File: src/fpsh_pkg.sv
// Shared types, constants and tables for the fix pair speed and heading block.
`timescale 1ns / 1ps

package fpsh_pkg;

    // Field widths
    localparam int TRACK_SLOTS_DEF = 32;
    localparam int SLOT_IN_W       = 5;
    localparam int POS_W           = 24;
    localparam int DIFF_W          = 25;
    localparam int TIME_W          = 32;
    localparam int VAL_W           = 16;
    localparam int CFG_IDX_W       = 2;

    // Datapath widths
    localparam int MUL_W        = 30;
    localparam int PROD_W       = 2 * MUL_W;
    localparam int D2_W         = 50;
    localparam int RAD_W        = 58;
    localparam int ROOT_W       = 29;
    localparam int REM_W        = 33;
    localparam int SCALED_W     = 39;
    localparam int DIV_STEPS    = 16;
    localparam int SQRT_STEPS   = 29;
    localparam int STEP_W       = 5;
    localparam int CORDIC_STEPS = 20;
    localparam int CX_W         = 44;
    localparam int Z_W          = 34;
    localparam int ATAN_W       = 29;
    localparam int ANG_FRAC     = 16;

    localparam logic [VAL_W-1:0] SPEED_SCALE = 16'd1000;
    localparam logic [VAL_W-1:0] SPEED_MAX   = 16'hFFFF;
    localparam logic [VAL_W-1:0] COURSE_WRAP = 16'd36000;

    // Angles in 1/65536 of 0.01 degree
    localparam logic signed [Z_W-1:0] HALF_TURN = 34'sd1179648000;
    localparam logic signed [Z_W-1:0] FULL_TURN = 34'sd2359296000;
    localparam logic signed [Z_W-1:0] ANG_HALF  = 34'sd32768;

    localparam logic [VAL_W-1:0] MIN_INTERVAL_RST = 16'd500;
    localparam logic [VAL_W-1:0] MIN_DISTANCE_RST = 16'd16;

    // Configuration register indexes
    localparam logic [CFG_IDX_W-1:0] CFG_MIN_INTERVAL = 2'd0;
    localparam logic [CFG_IDX_W-1:0] CFG_MIN_DISTANCE = 2'd1;

    // atan(2^-i) in 1/65536 of 0.01 degree
    localparam logic [ATAN_W-1:0] ATAN_TAB [CORDIC_STEPS] = '{
        29'd294912000, 29'd174096719, 29'd91987925, 29'd46694507, 29'd23437865,
        29'd11730358,  29'd5866610,   29'd2933484,  29'd1466764,  29'd733385,
        29'd366693,    29'd183346,    29'd91673,    29'd45837,    29'd22918,
        29'd11459,     29'd5730,      29'd2865,     29'd1432,     29'd716
    };

    typedef enum logic [1:0] {
        OUT_FIRST,
        OUT_SHORT,
        OUT_STILL,
        OUT_MOVING
    } t_outcome;

    typedef enum logic {
        SD_SQRT,
        SD_DIV
    } t_sd_mode;

    typedef struct packed {
        logic     start;
        t_sd_mode mode;
    } t_sd_cmd;

    typedef struct packed {
        logic                    valid;
        logic signed [POS_W-1:0] x;
        logic signed [POS_W-1:0] y;
        logic [TIME_W-1:0]       t;
        logic [VAL_W-1:0]        speed;
        logic [VAL_W-1:0]        course;
    } t_slot_rec;

    typedef enum logic [3:0] {
        ST_CLEAR,
        ST_IDLE,
        ST_CHECK,
        ST_SQ_DX,
        ST_SQ_DY,
        ST_SQ_MD,
        ST_CMP,
        ST_ROOT,
        ST_SCALE,
        ST_DIV,
        ST_FINISH
    } t_state;

endpackage

File: src/fpsh_mul.sv
// Shared signed multiplier with a registered product.
`timescale 1ns / 1ps

module fpsh_mul
    import fpsh_pkg::*;
(
    input  logic                     i_clk,
    input  logic signed [MUL_W-1:0]  i_a,
    input  logic signed [MUL_W-1:0]  i_b,
    output logic signed [PROD_W-1:0] o_prod
);

    logic signed [PROD_W-1:0] r_prod;

    // Register every product; the sequencer picks it up in the next state
    always_ff @(posedge i_clk) begin
        r_prod <= i_a * i_b;
    end

    assign o_prod = r_prod;

endmodule

File: config.mk
export PLATFORM = sky130hd
export DESIGN_NAME = fpsh_mul
export DESIGN_NICKNAME = d
export VERILOG_FILES = /design/src/fpsh_pkg.sv /design/src/fpsh_mul.sv
export SDC_FILE = /design/constraint.sdc
export NUM_CORES = 2
export LEC_CHECK = 0
export BUFFER_PORTS_ARGS = -buffer_cell sky130_fd_sc_hd__buf_4
export CAP_MARGIN = 25
export CORE_MARGIN = 2
export CORE_UTILIZATION = 60
export CTS_BUF_LIST = sky130_fd_sc_hd__clkbuf_16
export DETAILED_ROUTE_END_ITERATION = 7
export PLACE_DENSITY_LB_ADDON = 0.2
export SYNTH_ARGS = -nofsm -noshare
export SYNTH_HDL_FRONTEND = slang
export SYNTH_SLANG_ARGS = --single-unit
File: constraint.sdc
create_clock -name i_clk -period 13.39 [get_ports i_clk]
set_input_delay 1.339 -clock i_clk [delete_from_list [all_inputs] [get_ports i_clk]]
set_output_delay 1.339 -clock i_clk [all_outputs]
set_load 0.02 [all_outputs]
==> run_results.csv <==
group,metric,value,unit
outcome,outcome,"complete, no violations",
sta,hold_viol_final,0,
yosys,netlist_area,0.03390,mm2
job,maxCapViolCount,0,
sta,rsz0062_at_grt,"no",
sta,setup_viol,0,
clocking,cts_resized,0,
cells_and_area,nFillCells,4868,
sta,fmax,110.0,MHz
yosys,synth-async-reset-ratio,0,
clocking,cts_tree,"built",
worst_setup_path,crit_top_cell,"fa_1",
die,fp.dieW,241.7,um
worst_setup_path,cp.arrival,9410,ps
clocking,cts_buffer_depth,2,
worst_setup_path,end_kind,"flip-flop",
min_path,hold_class,"in -> reg",
yosys,synth_nets,4840,
drt,drtPass1Iterations,5,
die,start_util,0.6035,
worst_setup_path,crit_required,13710,ps
cells_and_area,design_area,0.03533,mm2
cells_and_area,final_core_util,0.6290,
drt,wire_per_inst,20.45,um
clocking,cts_buffers,9,
yosys,ys.flop_type,"dfxtp_1",
die,ios,121,
sta,fin_crit,9093,ps
yosys,synth_edf_count,0,
cells_and_area,drive_above_1_share,0.04563,
drt,via_per_inst,5.466,
yosys,ys_seq_elements,60,
yosys,ys_types,66,
die,die_h,241.7,um
worst_setup_path,cp-start-kind,"primary input",
placed_design,gp_congestion,0.9822,
sta,tightest_slew,826.5,ps
yosys,ys_warn_count,0,
clocking,root_buffer,"clkbuf_16",
global_route,grt_usage,0.3262,
yosys,synthCells,3647,
yosys,ys_seq_area_frac,0.03544,
sta,slew-limit-headroom,0.4490,
worst_setup_path,cpMaxStageDelayCell,"fa_1",
worst_setup_path,crit_type,"in -> reg",
global_route,grt_pass1_vias,26290,
worst_setup_path,path_cells,"buf_4, nand2_1, fa_1, fa_1, fa_1, fa_1, inv_1, fa_1, fa_1, fa_1, inv_1, fa_1, inv_1, ha_1, nand4_1, nor3_1, nand3_1, a21oi_1, nor2_2, o311ai_1, a31oi_1, o21bai_1, xor2_1",
worst_setup_path,slowest_delay,910,ps
placed_design,dpl.hpwl,69.44,mm
placed_design,portBuffers,120,
placed_design,place_area,0.03504,mm2
drt,wl,88.98,mm
drt,via_count,23780,
worst_setup_path,crit_fanout,30,
global_route,antenna_found_initial,2,
min_path,holdPathStages,2,
global_route,grt-ovfl-total,0,
sta,finalCritPeriodShare,0.6791,
clocking,clk_pin_slew,60,ps
global_route,grt_max_degree,31,
cells_and_area,diodes,0,
die,rows,87,
die,core_area,0.05617,mm2
clocking,hold_buffers,0,
drt,drcViolationCount,0,
cells_and_area,area_growth,4.227,%
cells_and_area,largest_reg_flops,60,
clocking,htreeDepth,3,
yosys,syn_avg_cell_area,9.294,um2
sta,setup-tns-final,0,ps
clocking,post_cts_buffers,0,
sta,drv_slew,0,
global_route,grt_first_pass_wirelength,143.7,mm
clocking,clock_sinks,60,
drt,ant_nets,0,
drt,first_iter_violations,1634,
cells_and_area,final_nets,4782,
die,fp.dieArea,0.05841,mm2
-- path summary, 6_finish.rpt --
path / from / endpoint / slack (ps)
max: i_b[6] / o_prod[58]$_DFF_P_ / 4300
min: i_b[0] / o_prod[0]$_DFF_P_ / 1460
-- cells by family (layout without fill, tap and decap cells) --
| family | count (synthesis) | count (layout) | synth area share |
|---|---|---|---|
| buf+inv | 1169 | 1116 | 0.1296 |
| compound gates | 186 | 186 | 0.03787 |
| simple gates | 1035 | 1035 | 0.1502 |
| xor+xnor | 64 | 64 | 0.01654 |
| fa+ha+maj | 1132 | 1132 | 0.6300 |
| mux | 1 | 1 | 0.0002953 |
| flops | 60 | 60 | 0.03544 |
-- critical path, delay by kind of cell --
family	cells	cell delay [ps]
buf+inv	4	500
compound gates	4	1140
xor+xnor	1	150
fa+ha+maj	9	5120
simple gates	5	1120
-- final cells by class --
type                    instances  area, um2  area share
multi-input cells            2418      28310      0.8012
inverters                     976       3664      0.1037
flip-flops and latches         60       1201     0.03400
well taps                     756      945.9     0.02677
repair buffers                124      943.4     0.02670
clock buffers                   9      225.2    0.006375
clock inverters                 7      43.79    0.001240
-- cell usage after synthesis (3+ instances only) --
cell	instances	area [um2]
o21a_1	5	37.54
nand2_1	497	1866
ha_1	174	2177
fa_1	958	19180
clkbuf_1	186	698.2
xnor2_1	38	332.8
and2_1	412	2577
o211ai_1	13	97.59
dfxtp_1	60	1201
a21o_1	19	142.6
a31oi_1	7	43.79
o21ai_1	3	15.01
nand2b_1	9	56.30
nor2b_1	7	43.79
a21boi_0	4	30.03
buf_2	4	20.02
nor2_1	57	214.0
a211oi_1	4	30.03
inv_1	976	3664
a211oi_2	3	37.54
nand3_1	11	55.05
nor3_1	14	70.07
o21ai_0	28	140.1
a311oi_1	3	26.28
o21bai_1	11	82.58
a21oi_1	59	295.3
xor2_1	26	227.7
nand4_1	10	62.56
and3_1	4	25.02
o31ai_1	4	30.03
-- placed cells by master (no fill, tap or decap), types with 19 or more instances in the layout --
master / n
inv_1: 976
nand2_1: 497
nor2_1: 57
fa_1: 958
a21oi_1: 59
xnor2_1: 38
dfxtp_1: 60
a21o_1: 19
o21ai_0: 28
xor2_1: 26
ha_1: 174
and2_1: 412
buf_4: 123
-- metal layers --
metal | global-route usage | vias to the layer above | share of wire | wire [um]
li1 | - | 10190 | - | -
met1 | 0.4119 | 12370 | 0.38 | 33410
met2 | 0.5311 | 988 | 0.48 | 42330
met3 | 0.05916 | 229 | 0.081 | 7243
met4 | 0.1917 | 0 | 0.067 | 5988
met5 | 0 | - | 0 | 0
-- through the flow --
stage	hold slack, ps	setup slack, ps	instances
2_1_floorplan	1678	5022	3647
3_3_place_gp	1750	4034	4333
3_5_place_dp	1750	3998	4333
4_1_cts	1435	4383	4349
5_1_grt	1466	3819	4350
6_report	1464	4297	4350
Power is not shown: default switching activity piles up to over one toggle a cycle in this logic, so the estimate is an artifact.
