**config.mk**
```make
export PLATFORM = sky130hd
export DESIGN_NAME = fpsh_cordic
export DESIGN_NICKNAME = d
export VERILOG_FILES = /design/src/fpsh_pkg.sv /design/src/fpsh_cordic.sv
export SDC_FILE = /design/constraint.sdc
export NUM_CORES = 1
export LEC_CHECK = 0
export BUFFER_PORTS_ARGS = -buffer_cell sky130_fd_sc_hd__buf_2
export CELL_PAD_IN_SITES_DETAIL_PLACEMENT = 0
export CELL_PAD_IN_SITES_GLOBAL_PLACEMENT = 1
export CORE_MARGIN = 2
export CORE_UTILIZATION = 50
export CTS_BUF_LIST = sky130_fd_sc_hd__clkbuf_8 sky130_fd_sc_hd__clkbuf_16
export DETAILED_ROUTE_END_ITERATION = 12
export PLACE_DENSITY_LB_ADDON = 0.1
export REMOVE_ABC_BUFFERS = 1
export SYNTH_ARGS = -nofsm -noshare
export SYNTH_HDL_FRONTEND = slang
export SYNTH_SLANG_ARGS = --single-unit
```
**constraint.sdc**
```tcl
create_clock -name i_clk -period 7.5 [get_ports i_clk]
set_input_delay 1.125 -clock i_clk [delete_from_list [all_inputs] [get_ports i_clk]]
set_output_delay 1.125 -clock i_clk [all_outputs]
set_load 0.02 [all_outputs]
```
**src/fpsh_pkg.sv**
```systemverilog
// Shared types, constants and tables for the fix pair speed and heading block.
`timescale 1ns / 1ps

package fpsh_pkg;

    // Field widths
    localparam int TRACK_SLOTS_DEF = 32;
    localparam int SLOT_IN_W       = 5;
    localparam int POS_W           = 24;
    localparam int DIFF_W          = 25;
    localparam int TIME_W          = 32;
    localparam int VAL_W           = 16;
    localparam int CFG_IDX_W       = 2;

    // Datapath widths
    localparam int MUL_W        = 30;
    localparam int PROD_W       = 2 * MUL_W;
    localparam int D2_W         = 50;
    localparam int RAD_W        = 58;
    localparam int ROOT_W       = 29;
    localparam int REM_W        = 33;
    localparam int SCALED_W     = 39;
    localparam int DIV_STEPS    = 16;
    localparam int SQRT_STEPS   = 29;
    localparam int STEP_W       = 5;
    localparam int CORDIC_STEPS = 20;
    localparam int CX_W         = 44;
    localparam int Z_W          = 34;
    localparam int ATAN_W       = 29;
    localparam int ANG_FRAC     = 16;

    localparam logic [VAL_W-1:0] SPEED_SCALE = 16'd1000;
    localparam logic [VAL_W-1:0] SPEED_MAX   = 16'hFFFF;
    localparam logic [VAL_W-1:0] COURSE_WRAP = 16'd36000;

    // Angles in 1/65536 of 0.01 degree
    localparam logic signed [Z_W-1:0] HALF_TURN = 34'sd1179648000;
    localparam logic signed [Z_W-1:0] FULL_TURN = 34'sd2359296000;
    localparam logic signed [Z_W-1:0] ANG_HALF  = 34'sd32768;

    localparam logic [VAL_W-1:0] MIN_INTERVAL_RST = 16'd500;
    localparam logic [VAL_W-1:0] MIN_DISTANCE_RST = 16'd16;

    // Configuration register indexes
    localparam logic [CFG_IDX_W-1:0] CFG_MIN_INTERVAL = 2'd0;
    localparam logic [CFG_IDX_W-1:0] CFG_MIN_DISTANCE = 2'd1;

    // atan(2^-i) in 1/65536 of 0.01 degree
    localparam logic [ATAN_W-1:0] ATAN_TAB [CORDIC_STEPS] = '{
        29'd294912000, 29'd174096719, 29'd91987925, 29'd46694507, 29'd23437865,
        29'd11730358,  29'd5866610,   29'd2933484,  29'd1466764,  29'd733385,
        29'd366693,    29'd183346,    29'd91673,    29'd45837,    29'd22918,
        29'd11459,     29'd5730,      29'd2865,     29'd1432,     29'd716
    };

    typedef enum logic [1:0] {
        OUT_FIRST,
        OUT_SHORT,
        OUT_STILL,
        OUT_MOVING
    } t_outcome;

    typedef enum logic {
        SD_SQRT,
        SD_DIV
    } t_sd_mode;

    typedef struct packed {
        logic     start;
        t_sd_mode mode;
    } t_sd_cmd;

    typedef struct packed {
        logic                    valid;
        logic signed [POS_W-1:0] x;
        logic signed [POS_W-1:0] y;
        logic [TIME_W-1:0]       t;
        logic [VAL_W-1:0]        speed;
        logic [VAL_W-1:0]        course;
    } t_slot_rec;

    typedef enum logic [3:0] {
        ST_CLEAR,
        ST_IDLE,
        ST_CHECK,
        ST_SQ_DX,
        ST_SQ_DY,
        ST_SQ_MD,
        ST_CMP,
        ST_ROOT,
        ST_SCALE,
        ST_DIV,
        ST_FINISH
    } t_state;

endpackage

```
**src/fpsh_cordic.sv**
```systemverilog
// Iterative vectoring CORDIC giving the bearing of a displacement in 0.01 degree.
`timescale 1ns / 1ps

module fpsh_cordic
    import fpsh_pkg::*;
(
    input  logic                     i_clk,
    input  logic                     i_rst_n,
    input  logic                     i_start,
    input  logic signed [DIFF_W-1:0] i_east,
    input  logic signed [DIFF_W-1:0] i_north,
    output logic                     o_busy,
    output logic [VAL_W-1:0]         o_course
);

    logic                    r_busy;
    logic                    r_round;
    logic [STEP_W-1:0]       r_step;
    logic signed [CX_W-1:0]  r_x;
    logic signed [CX_W-1:0]  r_y;
    logic signed [Z_W-1:0]   r_z;
    logic [VAL_W-1:0]        r_course;

    logic signed [CX_W-1:0]  w_x0;
    logic signed [CX_W-1:0]  w_y0;
    logic signed [CX_W-1:0]  w_xs;
    logic signed [CX_W-1:0]  w_ys;
    logic signed [Z_W-1:0]   w_ang;
    logic signed [Z_W-1:0]   w_wrap;
    logic signed [Z_W-1:0]   w_half;
    logic [VAL_W-1:0]        w_deg;
    logic [VAL_W-1:0]        w_course;

    // Scale the vector and shift it for the current micro-rotation
    always_comb begin
        w_x0  = CX_W'(i_north) <<< ANG_FRAC;
        w_y0  = CX_W'(i_east) <<< ANG_FRAC;
        w_xs  = r_x >>> r_step;
        w_ys  = r_y >>> r_step;
        w_ang = signed'({{(Z_W - ATAN_W){1'b0}}, ATAN_TAB[r_step]});
    end

    // Wrap into one turn and round to the nearest 0.01 degree
    always_comb begin
        w_wrap   = (r_z < 0) ? (r_z + FULL_TURN) : r_z;
        w_half   = w_wrap + ANG_HALF;
        w_deg    = w_half[ANG_FRAC +: VAL_W];
        w_course = (w_deg >= COURSE_WRAP) ? (w_deg - COURSE_WRAP) : w_deg;
    end

    // Sequence the rotations and the final rounding cycle
    always_ff @(posedge i_clk) begin
        if (!i_rst_n) begin
            r_busy  <= 1'b0;
            r_round <= 1'b0;
            r_step  <= '0;
        end else if (i_start) begin
            r_busy  <= 1'b1;
            r_round <= 1'b0;
            r_step  <= '0;
        end else if (r_round) begin
            r_round <= 1'b0;
            r_busy  <= 1'b0;
        end else if (r_busy) begin
            if (r_step == STEP_W'(CORDIC_STEPS - 1)) begin
                r_round <= 1'b1;
            end else begin
                r_step <= r_step + 1'b1;
            end
        end
    end

    // Rotate toward the north axis, accumulating the angle
    always_ff @(posedge i_clk) begin
        if (i_start) begin
            if (i_north < 0) begin
                r_x <= -w_x0;
                r_y <= -w_y0;
                r_z <= HALF_TURN;
            end else begin
                r_x <= w_x0;
                r_y <= w_y0;
                r_z <= '0;
            end
        end else if (r_busy && !r_round) begin
            if (r_y > 0) begin
                r_x <= r_x + w_ys;
                r_y <= r_y - w_xs;
                r_z <= r_z + w_ang;
            end else begin
                r_x <= r_x - w_ys;
                r_y <= r_y + w_xs;
                r_z <= r_z - w_ang;
            end
        end
        if (r_round) begin
            r_course <= w_course;
        end
    end

    assign o_busy   = r_busy;
    assign o_course = r_course;

endmodule
```
==> results.cfg <==
[yosys]
ys_seq_area_share_pct = 19.1
ys_ff_latch = 145
synthTopCellsByArea = edfxtp_1, mux4_2, ha_1
synth-main-ff-cell = edfxtp_1
synth_edf_count = 138
synth_top_area_share_pct = 18.5
netlist_instances = 2607
ys.warnings.count = 0
postSynthAreaPerCell_um2 = 8.58
synth.distinct_cells = 103
async_flop_share_pct = 0
synth_top_cell_by_area = edfxtp_1
netlist_area_um2 = 22400

[critical_path]
cp_top_family = compound AO/OA/AOI/OAI gates
path_class = reg2reg
cp_max_fo = 36
path_cells = mux4_2, mux4_2, a221oi_2, nand2_1, nor4_4, nand3_1, o21ai_0, xnor2_1, ha_1, and3_1, nor3b_1, a221oi_1, o22ai_1, o2111a_1, a211oi_1, a21oi_1, a221o_1, a221oi_1, xor2_1, o21ai_0
crit_path_end_kind = register
path_buf_inv = 0
start_kind = register
crit_path_max_incr_delay_ns = 0.71
worstPathArrival_ns = 7.33
crit_slowest_cell = dfxtp_4
critPathRequiredTime_ns = 7.74

[sta]
clock_skew_ns = 0.0235
tightest_slew_ns = 1.01
relSlewSlack_pct = 32.5
period_needed_ns = 7.10
finalHoldViolCount = 0
report.final.slew_viol_count = 0
max_freq_mhz = 141
fin_crit_sh_pct = 94.6
setup_viol = 0
rsz0062_at_grt = false

[cells_and_area]
drive_gt1_share_pct = 14.1
multi_input_area_um2 = 17100
synthToLayoutAreaGrowth_pct = 7.14
fillCellCount = 4199
layout_common_cells = nand2_1, a21oi_1, nor2_1
layout_commonest_cell = nand2_1
antenna_cells = 0
design_area_um2 = 24000
final_nets = 2818
seq_area_um2 = 4300
instances_no_fill = 3224

[floorplan]
ios = 70
die_y_um = 216
core_area_um2 = 44200
start_util_pct = 50.6
die_area_um2 = 46500
fp-row-count = 77
die_x_um = 216

[global_routing]
grt_usage_pct = 33.9
grt_pass1_vias = 20900
grt_max_degree = 86
antenna_found_initial = 0
gr-total-overflow = 0
grt_pass1_wl_um = 122000

[run]
cap_violations = 0

[clock_tree]
cts_sinks = 145
htree_levels = 4
clk_latency_ns = 0.51
cts_buffers = 17
clk_pin_slew_ns = 0.08
cts_tree = yes
clock_path_buffers = 2
clockRootBuffer = clkbuf_16

[place]
port_buffers = 69
place_hpwl_um = 60700
gp_routability_congestion = 1.02
post_dp_cell_area_um2 = 23300
dp_cells = 3189

[detailed_routing]
post-route-drc-count = 0
via_per_inst = 6.70
dr.first_iter.drc_count = 2235
dr_total_vias = 21600
routedWlPerCell_um = 24.6
routed_wl_um = 79500
first_pass_iters = 7
drtAntennaViolNets = 0

[min_path]
min-delay-path-class = reg2reg

[run_status]
status = finished clean
[cell type report]
cell class / count / share of cell area, %
multi-input cells: 2256 / 71.4
flip-flops and latches: 145 / 17.9
repair buffers: 142 / 4.18
well taps: 592 / 3.09
clock buffers: 17 / 1.77
inverters: 57 / 0.892
clock inverters: 15 / 0.741
[flip-flops by register name, indices dropped and copies added (netlist names)]
name and count:
r_round 1, r_x 44, o_busy 1, r_step 5, r_z 34, o_course 16
r_y 44
[logic make-up (layout without fill, tap and decap cells)]
kind of cell,after synthesis,count (layout),synth area share [%]
compound gates,794,794,22.9
simple gates,790,790,17.2
xor+xnor,280,280,11.0
mux,246,246,17.0
buf+inv,206,231,4.55
fa+ha+maj,146,146,8.26
flops,145,145,19.1
[cell usage after synthesis (13+ instances only)]
cell type and number:
and3_1 23, buf_1 22, or2_2 15, nand2_1 246
nor2_1 208, o31ai_1 30, a21oi_1 211, a22oi_1 13
mux2_2 50, edfxtp_1 138, o21ai_0 196, nand3_1 53
o211ai_1 24, nor2b_1 31, nand4_1 20, nand2b_1 37
a21o_1 73, o22ai_1 13, o21a_1 30, nor3_1 36
a211oi_1 28, inv_1 54, buf_6 13, ha_1 143
xnor2_1 165, and2_1 22, mux4_2 91, clkbuf_1 70
o21bai_1 16, xor2_1 115, or3_1 29, a31oi_1 22
nor4_1 22, mux2i_1 92, buf_2 28
[worst reg2reg max path, stage by stage, from the launching register on]
cell,delay (ns)
dfxtp_4,0.71
mux4_2,0.67
mux4_2,0.54
a221oi_2,0.38
nand2_1,0.17
nor4_4,0.37
nand3_1,0.31
o21ai_0,0.29
xnor2_1,0.10
ha_1,0.35
and3_1,0.20
nor3b_1,0.15
a221oi_1,0.39
o22ai_1,0.24
o2111a_1,0.28
a211oi_1,0.45
a21oi_1,0.24
a221o_1,0.40
a221oi_1,0.35
xor2_1,0.17
o21ai_0,0.08
[what timing repair did]
action,4_1_cts,5_1_grt
gates resized for setup,0,5
hold buffers,0,0
buffers inserted,0,3
endpoints found under the setup margin,0,6
[path summary, 6_finish.rpt]
check,endpoint,startpoint,slack (ns),cells after the start
setup reg to reg,r_y[42],r_step[4],0.40,20
hold / removal,o_course[4],r_z[20],0.67,1
hold reg to reg,o_course[4],r_z[20],0.67,1
setup / recovery,r_y[42],r_step[4],0.40,20
[routing by layer]
metal | vias up | part of all wire [%] | global-route usage, %
met5 | - | 0 | 0
met4 | 0 | 4.9 | 16.4
met3 | 249 | 8.0 | 7.34
met2 | 1027 | 47 | 56.0
met1 | 10400 | 40 | 42.0
li1 | 9906 | - | -
[through the flow]
step	setup TNS [ns]	utilization (%)	worst slack (ns)	hold slack, ns
after floorplan	-286.88	-	-3.77	0.592
after global placement	0	52.7	0.228	0.648
after detailed placement	0	52.7	0.260	0.662
after CTS	0	54.0	0.224	0.678
after global routing	0	54.2	0.0118	0.699
final	0	54.2	0.403	0.670
Power is not shown: default switching activity piles up to over one toggle a cycle in this logic, so the estimate is an artifact.
