==> src/fpsh_pkg.sv <==
// Shared types, constants and tables for the fix pair speed and heading block.
`timescale 1ns / 1ps

package fpsh_pkg;

    // Field widths
    localparam int TRACK_SLOTS_DEF = 32;
    localparam int SLOT_IN_W       = 5;
    localparam int POS_W           = 24;
    localparam int DIFF_W          = 25;
    localparam int TIME_W          = 32;
    localparam int VAL_W           = 16;
    localparam int CFG_IDX_W       = 2;

    // Datapath widths
    localparam int MUL_W        = 30;
    localparam int PROD_W       = 2 * MUL_W;
    localparam int D2_W         = 50;
    localparam int RAD_W        = 58;
    localparam int ROOT_W       = 29;
    localparam int REM_W        = 33;
    localparam int SCALED_W     = 39;
    localparam int DIV_STEPS    = 16;
    localparam int SQRT_STEPS   = 29;
    localparam int STEP_W       = 5;
    localparam int CORDIC_STEPS = 20;
    localparam int CX_W         = 44;
    localparam int Z_W          = 34;
    localparam int ATAN_W       = 29;
    localparam int ANG_FRAC     = 16;

    localparam logic [VAL_W-1:0] SPEED_SCALE = 16'd1000;
    localparam logic [VAL_W-1:0] SPEED_MAX   = 16'hFFFF;
    localparam logic [VAL_W-1:0] COURSE_WRAP = 16'd36000;

    // Angles in 1/65536 of 0.01 degree
    localparam logic signed [Z_W-1:0] HALF_TURN = 34'sd1179648000;
    localparam logic signed [Z_W-1:0] FULL_TURN = 34'sd2359296000;
    localparam logic signed [Z_W-1:0] ANG_HALF  = 34'sd32768;

    localparam logic [VAL_W-1:0] MIN_INTERVAL_RST = 16'd500;
    localparam logic [VAL_W-1:0] MIN_DISTANCE_RST = 16'd16;

    // Configuration register indexes
    localparam logic [CFG_IDX_W-1:0] CFG_MIN_INTERVAL = 2'd0;
    localparam logic [CFG_IDX_W-1:0] CFG_MIN_DISTANCE = 2'd1;

    // atan(2^-i) in 1/65536 of 0.01 degree
    localparam logic [ATAN_W-1:0] ATAN_TAB [CORDIC_STEPS] = '{
        29'd294912000, 29'd174096719, 29'd91987925, 29'd46694507, 29'd23437865,
        29'd11730358,  29'd5866610,   29'd2933484,  29'd1466764,  29'd733385,
        29'd366693,    29'd183346,    29'd91673,    29'd45837,    29'd22918,
        29'd11459,     29'd5730,      29'd2865,     29'd1432,     29'd716
    };

    typedef enum logic [1:0] {
        OUT_FIRST,
        OUT_SHORT,
        OUT_STILL,
        OUT_MOVING
    } t_outcome;

    typedef enum logic {
        SD_SQRT,
        SD_DIV
    } t_sd_mode;

    typedef struct packed {
        logic     start;
        t_sd_mode mode;
    } t_sd_cmd;

    typedef struct packed {
        logic                    valid;
        logic signed [POS_W-1:0] x;
        logic signed [POS_W-1:0] y;
        logic [TIME_W-1:0]       t;
        logic [VAL_W-1:0]        speed;
        logic [VAL_W-1:0]        course;
    } t_slot_rec;

    typedef enum logic [3:0] {
        ST_CLEAR,
        ST_IDLE,
        ST_CHECK,
        ST_SQ_DX,
        ST_SQ_DY,
        ST_SQ_MD,
        ST_CMP,
        ST_ROOT,
        ST_SCALE,
        ST_DIV,
        ST_FINISH
    } t_state;

endpackage

==> src/fpsh_sqdiv.sv <==
// Shared restoring subtract unit: bit-pair square root and bit-serial divide.
`timescale 1ns / 1ps

module fpsh_sqdiv
    import fpsh_pkg::*;
(
    input  logic              i_clk,
    input  logic              i_rst_n,
    input  t_sd_cmd           i_cmd,
    input  logic [RAD_W-1:0]  i_operand,
    input  logic [TIME_W-1:0] i_divisor,
    output logic              o_busy,
    output logic [ROOT_W-1:0] o_result
);

    logic              r_busy;
    t_sd_mode          r_mode;
    logic [STEP_W-1:0] r_cnt;
    logic [REM_W-1:0]  r_rem;
    logic [RAD_W-1:0]  r_src;
    logic [ROOT_W-1:0] r_q;

    logic [REM_W-1:0]  w_cand;
    logic [REM_W-1:0]  w_trial;
    logic [REM_W:0]    w_diff;
    logic              w_ge;

    // Form the partial remainder and the trial subtrahend for one step
    always_comb begin
        if (r_mode == SD_SQRT) begin
            w_cand  = {r_rem[REM_W-3:0], r_src[RAD_W-1 -: 2]};
            w_trial = {2'b00, r_q, 2'b01};
        end else begin
            w_cand  = {r_rem[REM_W-2:0], r_src[RAD_W-1]};
            w_trial = {1'b0, i_divisor};
        end
        w_diff = {1'b0, w_cand} - {1'b0, w_trial};
        w_ge   = !w_diff[REM_W];
    end

    // Step counter and busy flag
    always_ff @(posedge i_clk) begin
        if (!i_rst_n) begin
            r_busy <= 1'b0;
            r_mode <= SD_SQRT;
            r_cnt  <= '0;
        end else if (i_cmd.start) begin
            r_busy <= 1'b1;
            r_mode <= i_cmd.mode;
            r_cnt  <= (i_cmd.mode == SD_SQRT) ? STEP_W'(SQRT_STEPS - 1)
                                              : STEP_W'(DIV_STEPS - 1);
        end else if (r_busy) begin
            if (r_cnt == '0) begin
                r_busy <= 1'b0;
            end else begin
                r_cnt <= r_cnt - 1'b1;
            end
        end
    end

    // Load operands, then shift in one digit per cycle
    always_ff @(posedge i_clk) begin
        if (i_cmd.start) begin
            r_q <= '0;
            if (i_cmd.mode == SD_SQRT) begin
                r_rem <= '0;
                r_src <= i_operand;
            end else begin
                r_rem <= REM_W'(i_operand[SCALED_W-1:DIV_STEPS]);
                r_src <= {i_operand[DIV_STEPS-1:0], (RAD_W - DIV_STEPS)'(0)};
            end
        end else if (r_busy) begin
            r_rem <= w_ge ? w_diff[REM_W-1:0] : w_cand;
            r_q   <= {r_q[ROOT_W-2:0], w_ge};
            r_src <= (r_mode == SD_SQRT) ? (r_src << 2) : (r_src << 1);
        end
    end

    assign o_busy   = r_busy;
    assign o_result = r_q;

endmodule

==> config.mk <==
export PLATFORM = sky130hd
export DESIGN_NAME = fpsh_sqdiv
export DESIGN_NICKNAME = d
export VERILOG_FILES = /design/src/fpsh_pkg.sv /design/src/fpsh_sqdiv.sv
export SDC_FILE = /design/constraint.sdc
export NUM_CORES = 1
export LEC_CHECK = 0
export BUFFER_PORTS_ARGS = -buffer_cell sky130_fd_sc_hd__clkbuf_2
export CAP_MARGIN = 10
export CORE_UTILIZATION = 53
export DETAILED_ROUTE_END_ITERATION = 7
export PLACE_DENSITY = 0.78
export SYNTH_ARGS = -nofsm -noshare
export SYNTH_HDL_FRONTEND = slang
export SYNTH_SLANG_ARGS = --single-unit
export TNS_END_PERCENT = 1
==> constraint.sdc <==
create_clock -name i_clk -period 4.2 [get_ports i_clk]
set_clock_uncertainty 0.05 [all_clocks]
set_input_delay 0.42 -clock i_clk [delete_from_list [all_inputs] [get_ports i_clk]]
set_output_delay 0.42 -clock i_clk [all_outputs]
set_load 0.01 [all_outputs]
==> results of run 1 <==
[where the power goes]
part           switching, uW  total [uW]  internal (uW)
sequential               123        1790           1660
combinational           1860        3360           1490
clock                    553        1590           1040
total                   2540        6730           4190
[cell type report]
class | instances | share of cell area (%)
clock buffers | 17 | 4.298
clock inverters | 15 | 2.023
inverters | 15 | 0.5688
multi-input cells | 656 | 48.33
flip-flops and latches | 126 | 34.64
well taps | 211 | 2.667
repair buffers | 136 | 7.483
[cells by family (layout without fill, tap and decap cells)]
| logic type | Yosys count | after routing | synth area share, % |
|---|---|---|---|
| AOI/OAI and AO/OA | 217 | 217 | 17.17 |
| xor gates and xnor gates | 29 | 29 | 2.989 |
| adders and majority gates | 35 | 35 | 5.241 |
| buffers and inverters | 71 | 183 | 3.489 |
| DFF | 126 | 126 | 40.28 |
| muxes | 163 | 163 | 19.66 |
| and+or+nand+nor | 212 | 212 | 11.18 |
[through the flow]
stage               hold WS [ns]  setup WS, ns  cells  power [uW]
floorplan                 0.4810       0.05524    853        4447
global placement          0.4729        0.4501   1144        5059
detailed placement        0.4781        0.2920   1144        5095
CTS                       0.2374        0.2427   1176        6714
global route              0.2432       0.01191   1176        7136
finish                    0.2446        0.1878   1176        6732
[state kept, by name (all words and copies together), names as in the netlist]
name	flops
r_src	58
o_busy	1
r_cnt	5
r_mode	1
o_result	29
r_rem	32
[routing by layer]
layer | wire, um | up-vias | track usage, %
met5 | 0 | - | 0
met4 | 444 | 0 | 9.204
met1 | 8849 | 3258 | 31.60
li1 | - | 3357 | -
met3 | 1047 | 40 | 6.403
met2 | 9693 | 178 | 42.23
[worst reg2reg max path, cell delays in order, from the launching register on]
cell	delay, ns
dfxtp_4	0.55
buf_4	0.33
mux2i_1	0.26
ha_1	0.33
a21oi_2	0.22
o21ai_1	0.12
a221oi_2	0.35
o2111a_2	0.33
o31ai_4	0.07
a31oi_2	0.28
a31o_2	0.25
buf_12	0.21
nor3_1	0.09
a311o_1	0.34
[cells in the mapped netlist (3+ instances only)]
| master | count |
|---|---|
| nor2_1 | 56 |
| clkbuf_1 | 38 |
| buf_1 | 11 |
| a311o_1 | 7 |
| a21oi_1 | 53 |
| o31ai_1 | 4 |
| ha_1 | 34 |
| nand3_1 | 7 |
| nand4_1 | 3 |
| nor2b_1 | 24 |
| nand2_1 | 83 |
| dfxtp_1 | 36 |
| buf_2 | 3 |
| o21ai_1 | 14 |
| a211oi_1 | 21 |
| xor2_1 | 7 |
| mux2i_1 | 132 |
| inv_1 | 15 |
| edfxtp_1 | 90 |
| nand2b_1 | 6 |
| a21o_1 | 13 |
| o21a_1 | 11 |
| xnor2_1 | 22 |
| and3_1 | 8 |
| mux2_2 | 31 |
| a21boi_0 | 4 |
| nor3_1 | 19 |
| a22o_1 | 3 |
| buf_6 | 3 |
| o21ai_0 | 53 |
[layout by cell type, fill, tap and decap left out, drive strengths merged, types with 5 or more instances in the layout]
cell,netlist,layout
clkbuf,38,139
mux2i,132,132
edfxtp,90,90
nand2,83,83
o21ai,67,67
nor2,56,56
a21oi,54,54
dfxtp,36,36
ha,34,34
mux2,31,31
nor2b,24,24
xnor2,22,22
a211oi,22,22
nor3,19,19
inv,15,15
buf,18,14
a21o,13,13
o21a,12,12
and3,8,8
nand3,7,7
xor2,7,7
a311o,7,7
clkinv,0,7
nand2b,6,6
o31ai,6,6
bufinv,0,5
[worst paths after layout]
check	slack [ns]	cells after the start	startpoint	end
max	0.19	13	r_mode	r_rem[9]
min	0.24	3	i_operand[14]	r_src[14]
max reg2reg	0.19	13	r_mode	r_rem[9]
min reg2reg	0.50	2	o_result[5]	o_result[5]
==> out/results.ini, run 1 <==
[run_status]
outcome = finished, final reports clean

[setup_path]
cp.arrival_ns = 4.14
worstPathRequired_ns = 4.32
crit_family = compound AO/OA/AOI/OAI gates
crit_chain = buf_4, mux2i_1, ha_1, a21oi_2, o21ai_1, a221oi_2, o2111a_2, o31ai_4, a31oi_2, a31o_2, buf_12, nor3_1, a311o_1
cp-start-kind = register
path_buf_inv = 2
path_max_fanout = 31
cp-end-kind = register
critPathKind = register to register
critPathMaxStageDelay_ns = 0.55
critPathSlowestCell = dfxtp_4

[pwr]
powerDensity_nw_per_um2 = 680.2
ir_drop_v = 0.0005337
p_leak_uw = 0.003935

[placed_design]
dp_hpwl_um = 14120
post_dp_cell_area_sq_um = 9273
portBuffers = 123
place_congestion = 0.9131

[cells_and_area]
final_layout_size_suffix_gt1_share_pct = 21.87
finalInstanceArea_sq_um = 9898
seq_area_sq_um = 3428
fillers = 1309
fin_nets = 1081
diodes = 0
post-route-util_pct = 64.16
multi_input_area_sq_um = 4783
syn_to_final_growth_pct = 16.48

[die]
core_area_sq_um = 15430
die_x_um = 128.6
start_util_pct = 55.09
dieArea_sq_um = 16540
row_count = 45
top_level_ports = 124
die_h_um = 128.6

[logic_synthesis]
yosysUniqueCellTypes = 65
synth_area_leaders = edfxtp_1 32%, mux2i_1 16%, dfxtp_1 8.5%, ha_1 5.0%, mux2_2 4.1%
yosysWarnings = 0
synth_top_cell_area_share_pct = 31.80
ys_ff_latch = 126
netlist.top_cell.by_area = edfxtp_1
syn_nets = 982
syn_area_sq_um = 8498
syn_avg_cell_area_sq_um = 9.963
async_flop_share_pct = 0
synthFlopType = edfxtp_1
synth-edff-count = 90
syn_inst = 853
seq_area_frac_synth_pct = 40.28

[sta]
finalSetupViolCount = 0
finalMaxSlewViolations = 0
worst_pin_slew_ns = 0.8361
finalCriticalPeriod_ns = 4.012
finalCritPeriodShare_pct = 95.53
setup_tns_ns = 0
slew_headroom_pct = 44.26
fmax_ghz = 0.2492
finalHoldViolations = 0
rsz0062_at_grt = false

[grt]
grt_first_pass_wirelength_um = 32570
grt-ovfl-total = 0
antenna_found_initial = 0
grt_pass1_vias = 6647
track_usage_pct = 25.26
grt_max_degree = 79

[min_path]
hold_path.class = input port to register

[routing]
firstDrtPassIters = 6
first_iter_violations = 519
ant_nets = 0
wire_per_inst_um = 17.03
avgViaCountPerCell = 5.810
wirelength_um = 20030
vias = 6833
drc = 0

[clock_network]
post_cts_resized = 0
clock_latency_ns = 0.43
tritoncts = done
htreeDepth = 4
cts_setup_buffers = 0
clk_path_buf_depth = 2
cts-root-buf = clkbuf_16
cts_sinks = 126
path_clk_slew_ns = 0.06
cts_buffers = 17
hold_buffers = 0

[flow_run]
max-cap-violations = 0

Power figures use the tool's default switching activity.
==> inputs of run 2 (changes only) <==
--- a/config.mk
+++ b/config.mk
@@ -5,9 +5,10 @@
 export SDC_FILE = /design/constraint.sdc
 export NUM_CORES = 1
 export LEC_CHECK = 0
+export ABC_AREA = 1
 export BUFFER_PORTS_ARGS = -buffer_cell sky130_fd_sc_hd__clkbuf_2
 export CAP_MARGIN = 10
-export CORE_UTILIZATION = 53
+export CORE_UTILIZATION = 54
 export DETAILED_ROUTE_END_ITERATION = 7
 export PLACE_DENSITY = 0.78
 export SYNTH_ARGS = -nofsm -noshare
==> run 2 against run 1 <==
Sequential power down 5%. Worst hold slack lost 0.058 ns. Total power down 10%. Non-clock buffer count is 2 lower. Flip-flop and latch count stayed put. Sequential share of layout area is 2.7 points lower. Clock power is essentially flat. Critical path depth increased by 5. Critical path type unchanged. Highest routed layer unchanged.
==> out/results.ini, run 2 <==
[run_status]
outcome = finished, final reports clean

[pwr]
seqPwrFrac_pct = 28.1  ; +1.6 points
p_leak_uw = 0.005659  ; +44%
p_comb_share_pct = 46.1  ; -3.8 points
power.switching_uw = 2534  ; -0.23%
ir_drop_v = 0.0003492  ; -35%
internal-power_uw = 3498  ; -17%
power.total_uw = 6032  ; -10%
switching_share_pct = 42.01  ; +4.3 points
powerDensity_nw_per_um2 = 563.1  ; -17%
clkPwrFrac_pct = 25.8  ; +2.2 points

[routing]
firstDrtPassIters = 5  ; -1
vias = 9160  ; +34%
avgViaCountPerCell = 5.341  ; -8.1%
wire_per_inst_um = 14.34  ; -16%
drc = 0  ; unchanged
first_iter_violations = 806  ; +55%
ant_nets = 0  ; unchanged
wirelength_um = 24590  ; +23%

[grt]
antenna_found_initial = 0  ; unchanged
grt-ovfl-total = 0  ; unchanged
grt_first_pass_wirelength_um = 40900  ; +26%
track_usage_pct = 28.90  ; +3.6 points
grt_pass1_vias = 8581  ; +29%
grt_max_degree = 92  ; +16%

[setup_path]
crit_top_cell = nand2_1
cp-start-kind = register
critPathSlowestCell = or2_2
r2r_cells = 18  ; +5
crit-reg2reg-launch = r_mode
path_max_fanout = 47  ; +52%
cp-startpoint = r_mode
worstPathRequired_ns = 4.34  ; +0.02 ns
critPathMaxStageDelay_ns = 0.46  ; -0.09 ns
cp-end-kind = register
crit_chain = clkinv_2, or2_2, o21ai_0, inv_1, ha_1, nand2_1, inv_1, nand2_1, nand2_1, nand2_1, nand2_1, inv_1, nand2_2, nand2_4, buf_4, nand3_1, nand3_1, nand2_1
cp.arrival_ns = 3.85  ; -0.29 ns
critPathKind = register to register

[logic_synthesis]
yosysWarnings = 0  ; unchanged
synth-edff-count = 90  ; unchanged
yosysUniqueCellTypes = 38  ; -42%
netlist.top_cell.by_area = edfxtp_1
synthTopCellsByCount = 422 x nand2_1, 281 x inv_1, 107 x o21ai_0
syn_area_sq_um = 9360  ; +10%
async_flop_share_pct = 0  ; unchanged
syn_inst = 1390  ; +63%
syn_avg_cell_area_sq_um = 6.734  ; -32%
ys_ff_latch = 126  ; unchanged
syn_nets = 1519  ; +55%
synthFlopType = edfxtp_1
synth_area_leaders = edfxtp_1 29%, nand2_1 17%, inv_1 11%, dfxtp_1 7.7%, o21ai_0 5.7%
seq_area_frac_synth_pct = 36.57  ; -3.7 points
yosysMostFrequentCell = nand2_1
synth_top_cell_area_share_pct = 28.87  ; -2.9 points

[clock_network]
cts_sinks = 126  ; unchanged
tritoncts = done
clock_latency_ns = 0.43  ; about the same
post_cts_resized = 0  ; unchanged
path_clk_slew_ns = 0.06  ; about the same
hold_buffers = 0  ; unchanged
htreeDepth = 4  ; unchanged
cts_setup_buffers = 0  ; unchanged
cts-root-buf = clkbuf_16
cts_buffers = 17  ; unchanged
clk_path_buf_depth = 2  ; unchanged

[cells_and_area]
fin_nets = 1611  ; +49%
final_layout_size_suffix_gt1_share_pct = 14.18  ; -7.7 points
largest_register_ffs = 58  ; unchanged
diodes = 0  ; unchanged
post-route-util_pct = 63.92  ; -0.24 points
largest-register = r_src
final_common_cell = nand2_1
syn_to_final_growth_pct = 14.45
layout_common_cells = 421 x nand2_1, 280 x inv_1, 123 x clkbuf_2, 107 x o21ai_0, 90 x edfxtp_1

[sta]
finalMaxSlewViolations = 0  ; unchanged
finalSetupViolCount = 0  ; unchanged
slew_headroom_pct = 27.21  ; -17 points
worst_pin_slew_ns = 1.092  ; +0.2558 ns
setup_tns_ns = 0  ; unchanged
finalCritPeriodShare_pct = 88.43  ; -7.1 points
finalCriticalPeriod_ns = 3.714  ; -0.2983 ns
finalHoldViolations = 0  ; unchanged
rsz0062_at_grt = false
fmax_ghz = 0.2693  ; +8.0%

[die]
die_x_um = 133.7  ; +3.9%
core_area_sq_um = 16760  ; +8.6%
row_count = 47  ; +4.4%
start_util_pct = 55.85  ; +0.76 points
top_level_ports = 124  ; unchanged
die_h_um = 133.7  ; +3.9%
dieArea_sq_um = 17860  ; +8.0%

[min_path]
hold_path.class = input port to register
min_from = i_rst_n
hold_depth = 3  ; unchanged

[flow_run]
max-cap-violations = 0  ; unchanged

[placed_design]
dp_hpwl_um = 17640  ; +25%
portBuffers = 123  ; unchanged
place_congestion = 0.9772  ; +7.0%

==> run 2: cell types whose count changed after synthesis, moves of 54 or more <==
cell / delta
mux2i_1: -132
nand2_1: +339
o21ai_0: +54
o22ai_1: +68
inv_1: +266
nand3_1: +77
==> run 2: layout make-up <==
type / count / area, sq um
clock buffers: 17 / 425.4
repair buffers: 134 / 723.2
multi-input cells: 919 / 4611
clock inverters: 15 / 186.4
fillers: 1538 / 6047
inverters: 284 / 1067
flip-flops and latches: 126 / 3425
well taps: 220 / 275.3
==> run 2: final timing paths <==
check | end | slack, ns
min | r_cnt[4] | 0.19
max reg2reg | r_rem[12] | 0.49
max | r_rem[12] | 0.49
min reg2reg | o_result[28] | 0.44
==> run 2: metal layers <==
metal	GRT usage, %	vias to the layer above	part of all wire (%)
li1	-	4648	-
met1	39.88	4097	46
met2	46.21	377	45
met3	4.795	38	7.3
met4	9.154	0	1.7
met5	0	-	0
==> run 2: logic make-up (layout without fill, tap and decap cells) <==
logic type / after synthesis / count (layout) / share of synthesized area, %
flops: 126 / 126 / 36.57
compound gates: 244 / 244 / 15.25
simple gates: 626 / 626 / 27.86
fa+ha+maj: 35 / 35 / 4.759
xor+xnor: 14 / 14 / 1.310
buf+inv: 345 / 450 / 14.25
==> run 2: power groups by stage <==
stage / registers (uW) / logic (uW) / clock network, uW
2_1_floorplan: 1690 / 2110 / 0
3_3_place_gp: 1710 / 2660 / 0
3_5_place_dp: 1710 / 2690 / 0
4_1_cts: 1690 / 2730 / 1560
5_1_grt: 1720 / 3160 / 1610
6_report: 1700 / 2780 / 1560
==> run 2: worst max-delay path, delay by kind of cell (launching register included) <==
| family | cells | cell delay [ns] |
|---|---|---|
| fa+ha+maj | 1 | 0.38 |
| simple gates | 11 | 1.52 |
| flops | 1 | 0.33 |
| buf+inv | 5 | 0.94 |
| compound gates | 1 | 0.23 |
==> run 2: per-stage QoR <==
stage	setup WS, ns	hold slack [ns]	instance area (sq um)	std cells
detailed placement	0.5147	0.4310	10100	1683
floorplan	0.1027	0.4118	9360	1390
finish	0.4861	0.1866	10710	1715
CTS	0.5022	0.1800	10710	1715
global placement	0.5575	0.4255	10100	1683
global route	0.1486	0.2078	10710	1715
==> inputs of run 3 (changes only) <==
--- a/config.mk
+++ b/config.mk
@@ -8,9 +8,11 @@
 export ABC_AREA = 1
 export BUFFER_PORTS_ARGS = -buffer_cell sky130_fd_sc_hd__clkbuf_2
 export CAP_MARGIN = 10
-export CORE_UTILIZATION = 54
+export CELL_PAD_IN_SITES_DETAIL_PLACEMENT = 2
+export CELL_PAD_IN_SITES_GLOBAL_PLACEMENT = 2
+export CORE_UTILIZATION = 29
 export DETAILED_ROUTE_END_ITERATION = 7
-export PLACE_DENSITY = 0.78
+export PLACE_DENSITY_LB_ADDON = 0.1
 export SYNTH_ARGS = -nofsm -noshare
 export SYNTH_HDL_FRONTEND = slang
 export SYNTH_SLANG_ARGS = --single-unit
==> run 3 against run 2 <==
Combinational power rose by 8.6%. Count of clock-buffer cells in the layout up 1. Sequential power about the same. Largest cell class unchanged. Flip-flop and latch count unchanged. First-iteration DRC count is 58% lower. Critical endpoint is now r_rem[4]. Clock power about the same. Sequential share of layout area is 0.65 points lower. Non-clock buffer count grew 1. Register-to-register slack improved by 0.17 ns. Final cell count grew 11%.
==> out/results.ini, run 3 (synthesized netlist as in run 2, its figures left out) <==
[run_status]
outcome = finished, final reports clean

[grt]
grt-ovfl-total = 0  ; unchanged
antenna_found_initial = 0  ; unchanged
grt_pass1_vias = 9944  ; +16%
grt_first_pass_wirelength_um = 53680  ; +31%
grt_max_degree = 78  ; -15%
track_usage_pct = 20.89  ; -8.0 points

[setup_path]
worstPathRequired_ns = 4.34  ; about the same
cp-end-kind = register
cp-start-kind = register
path_max_fanout = 77  ; +64%
cp.arrival_ns = 3.69  ; -0.16 ns
critPathKind = register to register

[clock_network]
cts_setup_buffers = 0  ; unchanged
post_cts_resized = 0  ; unchanged
clock_latency_ns = 0.44  ; about the same
hold_buffers = 0  ; unchanged
path_clk_slew_ns = 0.06  ; about the same
cts_buffers = 17  ; unchanged
cts-root-buf = clkbuf_16
tritoncts = done
htreeDepth = 4  ; unchanged
clk_path_buf_depth = 2  ; unchanged
cts_sinks = 126  ; unchanged

[die]
die_x_um = 181.7  ; +36%
row_count = 65  ; +38%
dieArea_sq_um = 33000  ; +85%
core_area_sq_um = 31640  ; +89%
top_level_ports = 124  ; unchanged
start_util_pct = 29.59  ; -26 points
die_h_um = 181.7  ; +36%

[sta]
finalSetupViolCount = 0  ; unchanged
slew_headroom_pct = 23.84  ; -3.4 points
rsz0062_at_grt = false
setup_tns_ns = 0  ; unchanged
fmax_ghz = 0.2819  ; +4.7%
finalHoldViolations = 0  ; unchanged
finalCritPeriodShare_pct = 84.46  ; -4.0 points
finalCriticalPeriod_ns = 3.547  ; -0.1665 ns
finalMaxSlewViolations = 0  ; unchanged
worst_pin_slew_ns = 1.140  ; +0.04784 ns

[routing]
wire_per_inst_um = 17.54  ; +22%
first_iter_violations = 337  ; -58%
avgViaCountPerCell = 4.839  ; -9.4%
ant_nets = 0  ; unchanged
firstDrtPassIters = 4  ; -1
vias = 9184  ; +0.26%
drc = 0  ; unchanged
wirelength_um = 33300  ; +35%

[cells_and_area]
syn_to_final_growth_pct = 16.83
diodes = 0  ; unchanged
layout_common_cells = 421 x nand2_1, 280 x inv_1, 123 x clkbuf_2, 107 x o21ai_0, 90 x edfxtp_1
final_common_cell = nand2_1
largest-register = r_src
fin_nets = 1612  ; +0.062%
largest_register_ffs = 58  ; unchanged
final_layout_size_suffix_gt1_share_pct = 14.10  ; -0.076 points

[placed_design]
portBuffers = 123  ; unchanged
dp_hpwl_um = 25560  ; +45%
place_congestion = 0.8273  ; -15%

[pwr]
power.total_uw = 6287  ; +4.2%
ir_drop_v = 0.0003297  ; -5.6%
p_leak_uw = 0.005656  ; about the same
powerDensity_nw_per_um2 = 574.9  ; +2.1%

[flow_run]
max-cap-violations = 0  ; unchanged

[min_path]
hold_path.class = input port to register

==> run 3: worst paths after layout <==
kind	startpoint	endpoint	slack [ns]	cells past startpoint
max	r_mode	r_rem[4]	0.65	18
min	i_rst_n	r_cnt[4]	0.19	3
max reg2reg	r_mode	r_rem[4]	0.65	18
min reg2reg	o_result[28]	o_result[28]	0.45	2
==> run 3: final cells by class <==
cell class                      count  area [sq um]
Clock buffer                       18         429.2
Clock inverter                     14         168.9
Fill cell                        3874         20700
Inverter                          284          1069
Multi-Input combinational cell    919          4611
Sequential cell                   126          3425
Tap cell                          402         503.0
Timing Repair Buffer              135         730.7
==> run 3: routing by layer <==
| layer | routed length [um] | GRT usage, % | up-vias |
|---|---|---|---|
| met2 | 15280 | 34.11 | 116 |
| li1 | - | - | 4640 |
| met3 | 902 | 2.728 | 28 |
| met5 | 0 | 0 | - |
| met1 | 16600 | 28.58 | 4400 |
| met4 | 519 | 6.373 | 0 |
==> run 3: power breakdown <==
| part | internal, uW | switching [uW] | leakage, uW |
|---|---|---|---|
| clock | 933 | 633 | 0.000282 |
| sequential | 1610 | 89.6 | 0.00123 |
| combinational | 956 | 2070 | 0.00414 |
| total | 3500 | 2790 | 0.00566 |
==> run 3: metrics by stage <==
stage | setup slack (ns) | cell area (sq um) | std cells | util [%] | hold WS (ns)
after floorplan | 0.1027 | 9360 | 1390 | - | 0.4118
after global placement | 0.7592 | 10340 | 1866 | 32.68 | 0.4280
after global routing | 0.3696 | 10940 | 1898 | 34.57 | 0.2002
final | 0.6526 | 10940 | 1898 | 34.57 | 0.1868
after CTS | 0.6230 | 10940 | 1898 | 34.57 | 0.1732
after detailed placement | 0.6401 | 10340 | 1866 | 32.68 | 0.4419
==> run 3: worst max-delay path: stages, from the launching register on <==
cell and delay (ns):
dfxtp_2 0.33, inv_4 0.47, or2_2 0.21, o21ai_0 0.20
inv_1 0.13, ha_1 0.29, nand2_2 0.14, inv_1 0.06
nand2_1 0.06, nand2_1 0.14, inv_2 0.09, nand3_2 0.12
nand2_2 0.10, nand2_2 0.07, nand2_4 0.07, buf_4 0.34
nand3_1 0.14, nand3_1 0.13, nand2_1 0.06
